--- config.mk ---
export PLATFORM = sky130hd
export DESIGN_NAME = ptwd_div_cell
export DESIGN_NICKNAME = d
export VERILOG_FILES = /design/src/rtl/core/ptwd_div_cell.sv
export SDC_FILE = /design/constraint.sdc
export NUM_CORES = 1
export LEC_CHECK = 0
export ABC_AREA = 1
export BUFFER_PORTS_ARGS = -buffer_cell sky130_fd_sc_hd__buf_2
export CORE_MARGIN = 10
export CORE_UTILIZATION = 38
export DETAILED_ROUTE_END_ITERATION = 10
export GPL_ROUTABILITY_DRIVEN = 0
export GPL_TIMING_DRIVEN = 0
export MAX_ROUTING_LAYER = met4
export PLACE_DENSITY = 0.79
export SYNTH_ARGS = -nofsm -noshare
export SYNTH_HDL_FRONTEND = slang
export SYNTH_SLANG_ARGS = --single-unit
--- constraint.sdc ---
create_clock -name aclk -period 1.7 [get_ports aclk]
set_input_delay 0.34 -clock aclk [delete_from_list [all_inputs] [get_ports aclk]]
set_output_delay 0.34 -clock aclk [all_outputs]
set_load 0.005 [all_outputs]
--- src/rtl/core/ptwd_div_cell.sv ---
module ptwd_div_cell #(
    parameter int DW    = 17,
    parameter int TAG_W = 35
) (
    input  logic             aclk,
    input  logic             en,
    input  logic [DW-1:0]    rem_i,
    input  logic [DW-1:0]    div_i,
    input  logic [TAG_W-1:0] tag_i,
    output logic [DW-1:0]    rem_o,
    output logic [DW-1:0]    div_o,
    output logic [TAG_W-1:0] tag_o
);

    logic [DW:0]      dbl;
    logic             ge;
    logic [DW-1:0]    rem_next;
    logic [DW-1:0]    rem_reg;
    logic [DW-1:0]    div_reg;
    logic [TAG_W-1:0] tag_reg;

    always_comb begin
        dbl      = {rem_i, 1'b0};
        ge       = dbl >= {1'b0, div_i};
        rem_next = ge ? DW'(dbl - {1'b0, div_i}) : DW'(dbl);
    end

    always_ff @(posedge aclk) begin
        if (en) begin
            rem_reg <= rem_next;
            div_reg <= div_i;
            tag_reg <= tag_i;
        end
    end

    assign rem_o = rem_reg;
    assign div_o = div_reg;
    assign tag_o = tag_reg;

endmodule

==> reports/summary.txt <==
Final ANT Viol Nets -> 0
GR Overflow Total -> 0
Pre-Repair DR Iteration Count -> 4
DRC viols -> 0
Syn Area/Cell -> 9.63 um^2
Clock Path Buffers -> 2
Synth Area in Adders -> 6.64%
Worst Path Max Fanout -> 6
clock power share -> 29.3%
status -> finished, final reports clean
Final Setup Violations -> 0
area grow syn2layout -> 42.3%
number of DRC markers in iteration 0 -> 215
top routing layer in use -> met4
critical path startpoint category -> input port
RSZ-0062 raised after global routing -> true
#FFs+latches synth -> 69
Synth Warn # -> 0
Final Cell Area -> 4990 um^2
vias per cell -> 4.84
# fillers -> 736
met1 WL -> 3900 um
min Tclk post-route -> 1660 ps
WHS -> 173 ps
post-synthesis sequential area ratio -> 59.1%
Seq pwr share -> 47.5%
met3 WL -> 1350 um
multiplexer share of the synthesized area -> 0%
total number of vias -> 3,099
Comb power frac -> 23.2%
clk slew on worst S/H paths -> 70 ps
CTS sink cnt -> 69
complex-gate fraction of the synthesized area -> 1.43%
port bufs -> 139
final slew viol count -> 0
VDD IR max -> 0.324 mV
die area -> 13,500 um^2
core footprint -> 8850 um^2
switch share -> 27.6%
XOR/XNOR Fraction of Synth Area -> 1.50%
GRT Overall Usage -> 15.0%
CP Data Arrival Time -> 1750 ps
largest net degree at the start of global routing -> 44
internal power -> 3200 uW
WL/cell -> 16.1 um
pwr dens -> 887 nW/um^2
Net Switching -> 1220 uW
vias in the first global route -> 3,092
hold buffers post-CTS -> 0
measured slew at the worst slew-check pin -> 632 ps
Die W -> 116 um
die span in y -> 116 um
Max Cap Viol -> 0
Final Hold Fails -> 0
Slew HR -> 57.9%
global-route wire length before repair -> 15,400 um
Area after DPL -> 4590 um^2
HPWL Detailed -> 8170 um
CP Class -> in -> reg
DR WL met2 -> 4850 um
Starting Density -> 39.6%
post-route clock period utilization -> 97.6%
initial antenna violation count -> 0
Post-Syn Nets -> 453
CTS tree -> yes
ratio of cells with drive above 1 in the final layout -> 43.0%
ant diodes -> 0
row count -> 34
wirelength, routed -> 10,300 um
LEAKAGE -> 0.00241 uW
Root Driver -> clkbuf_8
required time worst endpoint -> 1790 ps
Post-Syn Instances -> 364
Net count, final -> 616
I/O pin total -> 140
Setup crit end kind -> register
highest clock rate -> 0.603 GHz
simple-gate portion of the synthesized area -> 23.6%
HP Class -> in -> reg
htree depth -> 3
main combinational cell family by area after synthesis -> simple AND/OR/NAND/NOR gates
CTS buffer count -> 9
synthesized area -> 3510 um^2
Synth cell types -> 23
area by class of cell:
class                   count  area [um^2]  share of cell area, %
inverters                  66          275                   5.52
clock buffers              10          128                   2.56
clock inverters             6         63.8                   1.28
multi-input cells         227         1440                   28.9
plain buffers               2         26.3                  0.527
well taps                 108          135                   2.71
repair buffers            152          845                   16.9
flip-flops and latches     69         2070                   41.5
worst max-delay path, cell delays in order:
cell and delay (ps):
buf_2 90, inv_2 40, ha_4 280, nand2_1 70, nand2_1 60, nand2_1 70, nand2_1 90, nand2_2 70
nand3_2 80, nand2_2 80, nand2_4 140, inv_8 60, clkbuf_16 150, nand2_1 50, nand2_1 50
metal layers:
layer	vias to the layer above	GRT usage [%]
met5	-	-
met4	0	5.00
met3	22	6.46
met2	165	25.0
met1	1420	15.7
li1	1492	-
registers in the layout, indices dropped and copies added (netlist names):
signal  count
rem_o      17
div_o      17
tag_o      35
final timing paths:
check	startpoint	to	slack, ps	cells past startpoint
max	div_i[3]	rem_o[7]	40	15
min	tag_i[19]	tag_o[19]	170	1
repair_timing:
action | CTS | global route
endpoints found under the hold margin | 0 | 0
buffers inserted | 3 | 8
endpoints found under the setup margin | 10 | 17
gates cloned | 0 | 1
pin swaps | 1 | 13
resized for setup | 1 | 27
layout by cell type (no fill, tap or decap), types with 2 or more instances in the layout:
cell type,netlist,layout
buf_2,0,137
nand2_1,132,120
edfxtp_1,69,69
inv_1,65,54
nand3_1,17,16
ha_4,0,15
nand2_2,4,13
buf_4,0,11
nor2_1,16,10
inv_2,0,9
clkbuf_8,0,9
a21oi_1,9,8
nor2_2,4,7
nand4_1,5,5
xor2_1,5,5
nand2_4,1,4
nand3b_1,4,4
nor2_4,0,3
or2_2,3,3
nor3_1,3,3
inv_8,0,2
nand3_2,1,2
buf_6,2,2
and2_1,2,2
ha_1,17,2
clkinv_4,0,2
buf_12,0,2
cells in the mapped netlist:
cell | n | area [um^2]
a21oi_1 | 9 | 45.0
and2_1 | 2 | 12.5
buf_6 | 2 | 22.5
edfxtp_1 | 69 | 2070
fa_1 | 1 | 20.0
ha_1 | 17 | 213
inv_1 | 65 | 244
inv_4 | 1 | 6.26
nand2_1 | 132 | 495
nand2_2 | 4 | 25.0
nand2_4 | 1 | 11.3
nand3_1 | 17 | 85.1
nand3_2 | 1 | 10.0
nand3b_1 | 4 | 30.0
nand4_1 | 5 | 31.3
nor2_1 | 16 | 60.1
nor2_2 | 4 | 25.0
nor3_1 | 3 | 15.0
o21ai_0 | 1 | 5.00
or2_1 | 1 | 6.26
or2_2 | 3 | 18.8
xnor2_1 | 1 | 8.76
xor2_1 | 5 | 43.8
kinds of logic after synthesis:
| family | count (synthesis) |
|---|---|
| simple gates | 193 |
| flops | 69 |
| buf+inv | 68 |
| fa+ha+maj | 18 |
| compound gates | 10 |
| xor+xnor | 6 |
stage by stage:
stage	worst slack, ps	util, %	setup TNS, ps	instances	power (uW)
floorplan	-4.13	-	-12.4	364	2640
global placement	-371	51.7	-15750	611	3040
detailed placement	-436	51.9	-6210	612	3070
CTS	1.70	54.4	0	631	4380
global route	-63.4	56.4	-607	640	4640
finish	41.5	56.4	0	640	4420
power by group through the flow:
stage / clock network, uW / logic, uW / registers [uW]
2_1_floorplan: 0 / 473 / 2170
3_3_place_gp: 0 / 903 / 2140
3_5_place_dp: 0 / 936 / 2140
4_1_cts: 1330 / 951 / 2100
5_1_grt: 1390 / 1140 / 2120
6_report: 1300 / 1020 / 2100
No activity file was read; power rests on OpenSTA's default activity.
