## src/rtl/core/ptwd_pkg.sv

```systemverilog
package ptwd_pkg;

    localparam int DIST_W    = 17;
    localparam int ROOT_W    = 18;
    localparam int RAD_W     = 2 * ROOT_W;
    localparam int SQ_W      = 2 * DIST_W;
    localparam int SUM_W     = SQ_W + 1;
    localparam int M_TDATA_W = 24;
    localparam int NUM_SEG   = 3;

    localparam logic [DIST_W-1:0] DIST_MAX = {DIST_W{1'b1}};

    typedef logic [DIST_W-1:0] dist_t;
    typedef logic [ROOT_W-1:0] root_t;
    typedef logic [ROOT_W+1:0] sq_rem_t;
    typedef logic [RAD_W-1:0]  rad_t;

endpackage

```

## src/rtl/core/ptwd_sqrt_cell.sv

```systemverilog
module ptwd_sqrt_cell
    import ptwd_pkg::*;
(
    input  logic    aclk,
    input  logic    en,
    input  rad_t    rad_i,
    input  sq_rem_t rem_i,
    input  root_t   root_i,
    input  logic    sat_i,
    output rad_t    rad_o,
    output sq_rem_t rem_o,
    output root_t   root_o,
    output logic    sat_o
);

    sq_rem_t rem_sh;
    sq_rem_t trial;
    sq_rem_t rem_next;
    root_t   root_next;
    rad_t    rad_reg;
    sq_rem_t rem_reg;
    root_t   root_reg;
    logic    sat_reg;

    always_comb begin
        rem_sh = {rem_i[ROOT_W-1:0], rad_i[RAD_W-1 -: 2]};
        trial  = {root_i, 2'b01};
        if (rem_sh >= trial) begin
            rem_next  = rem_sh - trial;
            root_next = {root_i[ROOT_W-2:0], 1'b1};
        end else begin
            rem_next  = rem_sh;
            root_next = {root_i[ROOT_W-2:0], 1'b0};
        end
    end

    always_ff @(posedge aclk) begin
        if (en) begin
            rad_reg  <= {rad_i[RAD_W-3:0], 2'b00};
            rem_reg  <= rem_next;
            root_reg <= root_next;
            sat_reg  <= sat_i;
        end
    end

    assign rad_o  = rad_reg;
    assign rem_o  = rem_reg;
    assign root_o = root_reg;
    assign sat_o  = sat_reg;

endmodule
```

## config.mk

```make
export PLATFORM = sky130hd
export DESIGN_NAME = ptwd_sqrt_cell
export DESIGN_NICKNAME = d
export VERILOG_FILES = /design/src/rtl/core/ptwd_pkg.sv /design/src/rtl/core/ptwd_sqrt_cell.sv
export SDC_FILE = /design/constraint.sdc
export NUM_CORES = 1
export LEC_CHECK = 0
export BUFFER_PORTS_ARGS = -buffer_cell sky130_fd_sc_hd__buf_2
export CAP_MARGIN = 20
export CORE_ASPECT_RATIO = 1.25
export CORE_MARGIN = 1.5
export CORE_UTILIZATION = 51
export CTS_CLUSTER_SIZE = 20
export DETAILED_ROUTE_END_ITERATION = 8
export PLACE_DENSITY = 0.84
export SLEW_MARGIN = 20
export SYNTH_ARGS = -nofsm -noshare
export SYNTH_HDL_FRONTEND = slang
export SYNTH_SLANG_ARGS = --single-unit
export TNS_END_PERCENT = 5
```

## constraint.sdc

```tcl
create_clock -name aclk -period 4.3 [get_ports aclk]
set_input_delay 1.29 -clock aclk [delete_from_list [all_inputs] [get_ports aclk]]
set_output_delay 1.29 -clock aclk [all_outputs]
set_load 0.01 [all_outputs]
```

==> flow_summary_export.csv, run 1 <==
group,metric,value,unit
status,status,"complete, no violations",
floorplan,core_area,6606,sq um
routing,drt-initial-drc-count,127,
worst_setup_path,worstSetupPathType,"input pin to flip-flop",
clocking,cts_setup_buffers,0,
placement,hpwl,6161,um
worst_setup_path,crit_path_end_kind,"flip-flop",
global_route,overflow,0,
clocking,cts.sinks,73,
clocking,cts_hold_buf,0,
flow_run,maxCapViolations,0,
pwr,pwr-share-seq,47.0,%
sta,slew-limit-headroom,59.10,%
synth,avgSynthCellArea,12.45,sq um
synth,syn-cell-area,3523,sq um
placement,placed_area,4352,sq um
floorplan,ios,152,
clocking,cts_root_buffer,"clkbuf_8",
sta,max_slew.worst_pin.slew,608.3,ps
worst_setup_path,worst_ep_required_time,4380,ps
floorplan,initial_utilization,53.33,%
sta,period_needed,3408,ps
floorplan,die_w,77.34,um
sta,rsz0062_at_grt,"false",
clocking,h-tree-depth,3,
pwr,p_leak,2.091,nW
sta,setup_viol,0,
routing,drt_pass1_iterations,4,
routing,viasPerCell,5.127,
sta,setup_slack,892.4,ps
sta,worst_hold_slack,1123,ps
routing,ant_nets,0,
routing,vias,2707,
floorplan,die-area,7419,sq um
pwr,sw_frac_of_total,25.25,%
placement,io_buffers,147,
pwr,p_int,0.001398,W
global_route,grt_pass1_vias,2593,
layout,drive_gt1_share,39.68,%
sta,maxSlewViolCount,0,
worst_setup_path,crit_arrival,3490,ps
pwr,ir_drop,0.0002331,V
global_route,grt_pass1_wl,12340,um
pwr,p_per_area,408.0,nW/um^2
worst_setup_path,crit_fanout,28,
routing,drcViolationCount,0,
routing,drt-met1-wl,3150,um
floorplan,fp.dieH,95.93,um
global_route,antenna_found_initial,0,
routing,wl_per_cell,15.04,um
global_route,grtUsageTotal,21.70,%
routing,met3_length,625,um
synth,yosysUniqueCellTypes,47,
synth,async_flop_share,0,%
synth,synth_edf_count,73,
clocking,numCtsBuffers,9,
synth,yosysSeqAreaShare,62.22,%
synth,synth_seq_cells,73,
layout,n_antenna_cell,0,
clocking,cts.path.max_buffers,2,
global_route,grt_max_degree,41,
pwr,combPwrFrac,19.5,%
sta,tns,0,ps
layout,post-route-cell-area,4583,sq um
sta,finalCritPeriodShare,79.25,%
layout,syn_to_final_growth,30.08,%
worst_setup_path,startpoint_type,"input pin",
clocking,cts_resized,0,
routing,top_layer,"met4",
clocking,cts_tree,"yes",
synth,synth.yosys.warnings,0,
synth,yosys_most_used_dff,"edfxtp_1",
pwr,p_sw,0.0004721,W
layout,fin_util,69.38,%
clocking,path_clk_slew,80,ps
placement,gp_congestion,0.8081,
routing,met2_length,4065,um
pwr,clkPwrFrac,33.5,%
floorplan,rows,33,
layout,layout.nets,534,
worst_hold_path,min_path_type,"input pin to flip-flop",
placement,dpl_worst_slack,545.8,ps
routing,wirelength,7940,um
sta,hold_violations,0,
sta,fmax,293.5,MHz
synth,netlist_instances,283,
state kept, by name (all words and copies together) (netlist names):
| register | cells |
|---|---|
| sat_o | 1 |
| rad_o | 34 |
| root_o | 18 |
| rem_o | 20 |
area by class of cell:
cell class | instances | area [sq um]
well taps | 87 | 108.9
inverters | 25 | 93.84
multi-input cells | 178 | 1186
flip-flops and latches | 73 | 2192
clock buffers | 9 | 123.9
fillers | 503 | 2023
repair buffers | 150 | 770.7
clock inverters | 6 | 107.6
per-stage QoR:
stage,total power (W),cells
6_report,0.001870,528
3_5_place_dp,0.001261,513
3_3_place_gp,0.001247,513
5_1_grt,0.001955,528
2_1_floorplan,0.001111,284
4_1_cts,0.001884,528
layer usage:
layer | track usage [%] | up-vias
li1 | - | 1340
met1 | 25.12 | 1243
met2 | 38.74 | 116
met3 | 6.540 | 8
met4 | 6.818 | 0
met5 | 0 | -
kinds of logic after synthesis:
kind of cell | Yosys count | share of synthesized area, %
buf+inv | 33 | 4.226
other cells | 1 | 0.1064
compound gates | 73 | 13.78
simple gates | 68 | 8.843
xor+xnor | 15 | 3.729
fa+ha+maj | 20 | 7.102
flops | 73 | 62.22
synthesized netlist by cell type, types with 2 or more instances:
| cell | n | share of area, % |
|---|---|---|
| edfxtp_1 | 73 | 62 |
| nand2_1 | 33 | 3.5 |
| inv_1 | 24 | 2.6 |
| ha_1 | 20 | 7.1 |
| a21oi_1 | 14 | 2.0 |
| nor2_1 | 13 | 1.4 |
| o21ai_0 | 12 | 1.7 |
| o21ai_1 | 12 | 1.7 |
| xor2_1 | 8 | 2.0 |
| a21o_1 | 7 | 1.5 |
| xnor2_1 | 7 | 1.7 |
| a31oi_1 | 6 | 1.1 |
| and2_1 | 4 | 0.71 |
| buf_4 | 4 | 0.85 |
| nor3_1 | 4 | 0.57 |
| nand2b_1 | 3 | 0.53 |
| nand4_1 | 3 | 0.53 |
| o21a_1 | 3 | 0.64 |
| a21oi_2 | 2 | 0.50 |
| buf_2 | 2 | 0.28 |
| o211ai_1 | 2 | 0.43 |
| o31ai_1 | 2 | 0.43 |
power groups by stage:
stage / Sequential (W) / Clock [W] / Combinational [W]
final: 0.000879 / 0.000626 / 0.000365
after global routing: 0.000885 / 0.000666 / 0.000404
after CTS: 0.000880 / 0.000637 / 0.000367
after detailed placement: 0.000896 / 0 / 0.000366
after global placement: 0.000893 / 0 / 0.000355
after floorplan: 0.000937 / 0 / 0.000175
worst max-delay path, cell delays in order:
cell       delay, ps
buf_2            110
ha_1             370
a21oi_2          210
nor2_1            80
a2111oi_2        300
o21ai_1          150
o22ai_2          500
buf_12           250
inv_2             50
a41o_1           180
cell usage in the layout (no fill, tap or decap), types with 2 or more instances in the layout:
cell         n
o21a_1       3
clkbuf_8     9
buf_2      147
o211ai_1     2
a21oi_1     14
inv_1       24
nand2b_1     3
edfxtp_1    73
o31ai_1      2
xor2_1       8
nand4_1      3
nand2_1     33
nor3_1       4
a21o_1       7
conb_1       2
o21ai_0     12
bufinv_16    3
and2_1       4
buf_4        2
xnor2_1      7
nor2_1      13
a31oi_1      6
a21oi_2      2
o21ai_1     12
ha_1        20
path summary, 6_finish.rpt:
path                  startpoint         to  slack, ps  depth (start not counted)
worst max-delay path   rem_i[15]   rem_o[9]        890                         10
worst min-delay path   rad_i[17]  rad_o[19]       1120                          1
Power figures use the tool's default switching activity.
==> inputs of run 2 (changes only) <==
--- a/config.mk
+++ b/config.mk
@@ -9,10 +9,10 @@
 export CAP_MARGIN = 20
 export CORE_ASPECT_RATIO = 1.25
 export CORE_MARGIN = 1.5
-export CORE_UTILIZATION = 51
+export CORE_UTILIZATION = 48
 export CTS_CLUSTER_SIZE = 20
 export DETAILED_ROUTE_END_ITERATION = 8
-export PLACE_DENSITY = 0.84
+export PLACE_DENSITY = 0.8
 export SLEW_MARGIN = 20
 export SYNTH_ARGS = -nofsm -noshare
 export SYNTH_HDL_FRONTEND = slang
==> constraint.sdc (replaced) <==
create_clock -name aclk -period 3.5 [get_ports aclk]
set_input_delay 1.05 -clock aclk [delete_from_list [all_inputs] [get_ports aclk]]
set_output_delay 1.05 -clock aclk [all_outputs]
set_load 0.01 [all_outputs]
==> run 2 against run 1 <==
Sequential share of layout area up 0.42 points. Combinational power up 23%. Power up 14%. Die area up 6.0%. Global-route usage down 0.97 points. Critical path depth up 1. Final area down 0.87%. Clock-buffer cell count unchanged.
==> flow_summary_export.csv, run 2 (synthesized netlist as in run 1, its figures left out) <==
group,metric,value,unit
status,status,"complete, no violations",
clocking,h-tree-depth,3,
routing,viasPerCell,5.028,
placement,hpwl,6157,um
global_route,antenna_found_initial,0,
routing,drt-initial-drc-count,152,
placement,io_buffers,147,
global_route,grt_util_met2,35.85,%
sta,fmax,347.7,MHz
routing,drcViolationCount,0,
routing,wl_per_cell,14.98,um
routing,drt_pass1_iterations,4,
worst_hold_path,min_path_type,"input pin to flip-flop",
sta,period_needed,2876,ps
clocking,numCtsBuffers,9,
worst_setup_path,crit_family,"simple AND/OR/NAND/NOR gates",
placement,dpl_worst_slack,264.0,ps
worst_setup_path,startpoint_type,"input pin",
global_route,grt_pass1_vias,2658,
sta,finalCritPeriodShare,82.18,%
floorplan,initial_utilization,50.20,%
worst_hold_path,hold_start,"rad_i[20]",
global_route,grtUsageMet1,24.07,%
worst_setup_path,crit_chain,"buf_2 > inv_1 > ha_1 > nand2_1 > nor3_2 > nand3_1 > a21oi_1 > o22ai_2 > buf_12 > and2_1 > a41o_1",
worst_setup_path,crit_fanout,39,
layout,final_cell_mix,"buf_2, edfxtp_1, nand2_1, inv_1, ha_1",
sta,rsz0062_at_grt,"false",
placement,gp_congestion,0.7998,
floorplan,ios,152,
global_route,grt_pass1_wl,12360,um
worst_setup_path,cp_num_buf_inv,3,
worst_setup_path,crit_path_end_kind,"flip-flop",
layout,drive_gt1_share,39.95,%
worst_setup_path,crit_arrival,2980,ps
worst_setup_path,cp_slowest_stage_delay,410,ps
pwr,ir_drop,0.0002151,V
clocking,cts_setup_buffers,0,
sta,slew-limit-headroom,41.18,%
worst_setup_path,worstSetupPathType,"input pin to flip-flop",
layout,n_antenna_cell,0,
pwr,p_leak,2.064,nW
placement,place_inst,517,
global_route,grtUsageTotal,20.73,%
sta,setup_viol,0,
clocking,cts_resized,0,
worst_setup_path,cp_slowest_cell,"ha_1",
worst_setup_path,startpoint,"root_i[12]",
worst_setup_path,worst_ep_required_time,3600,ps
routing,wirelength,7983,um
clocking,cts_root_buffer,"clkbuf_8",
routing,vias,2680,
clocking,cts_hold_buf,0,
floorplan,die-area,7867,sq um
floorplan,die_w,79.63,um
sta,hold_violations,0,
clocking,cts.path.max_buffers,2,
clocking,cts_tree,"yes",
sta,max_slew.worst_pin.slew,882.3,ps
layout,largest_register_ffs,34,
clocking,cts.sinks,73,
routing,ant_nets,0,
sta,setup_slack,623.8,ps
sta,tns,0,ps
floorplan,fp.dieH,98.79,um
layout,syn_to_final_growth,28.94,%
global_route,gr-usage-met3,6.389,%
layout,final_common_cell,"buf_2",
sta,maxSlewViolCount,0,
global_route,overflow,0,
global_route,gr-max-usage-layer,"met2",
floorplan,rows,34,
flow_run,maxCapViolations,0,
pwr,p_per_area,468.0,nW/um^2
global_route,grt_max_degree,74,
layout,layout.nets,535,
floorplan,core_area,7019,sq um
clocking,path_clk_slew,80,ps
layout,final-instance-count-excl-fill,533,
==> run 2: cell types whose count changed in the layout (fill, tap and decap cells not counted) <==
| cell | before | now |
|---|---|---|
| clkinvlp_4 | 0 | 2 |
| bufinv_16 | 3 | 0 |
| inv_6 | 0 | 2 |
| buf_2 | 147 | 146 |
| clkinv_2 | 1 | 0 |
| clkinv_4 | 1 | 2 |
| buf_4 | 2 | 4 |
==> run 2: stage by stage <==
step           util [%]  total power, W  area, sq um  hold WS [ps]
6_report          64.72        0.002126         4543         876.6
5_1_grt           64.72        0.002236         4543         853.7
4_1_cts           64.72        0.002149         4543         861.6
3_5_place_dp      62.19        0.001552         4365          1229
3_3_place_gp      62.19        0.001537         4365          1226
2_1_floorplan         -        0.001365         3527          1149
==> run 2: final cells by class <==
type	count	area (sq um)
Fill cell	547	2476
Sequential cell	73	2192
Multi-Input combinational cell	178	1186
Timing Repair Buffer	151	780.7
Clock buffer	9	123.9
Tap cell	90	112.6
Inverter	25	93.84
Clock inverter	7	53.80
==> run 2: per-layer routing <==
metal	wire, um	vias up
met1	3190	1206
met5	0	-
li1	-	1351
met3	607	12
met2	4067	111
met4	117	0
==> run 2: report_power, final <==
| part | total (W) | internal (W) | leakage (nW) | switching [W] |
|---|---|---|---|---|
| clock | 0.000596 | 0.000262 | 0.0839 | 0.000334 |
| sequential | 0.00108 | 0.00106 | 0.714 | 0.0000188 |
| combinational | 0.000449 | 0.000191 | 1.27 | 0.000258 |
==> run 2: worst paths after layout <==
check	to	slack, ps	cells past startpoint
setup / recovery	rem_o[9]	620	11
hold / removal	rad_o[22]	880	1
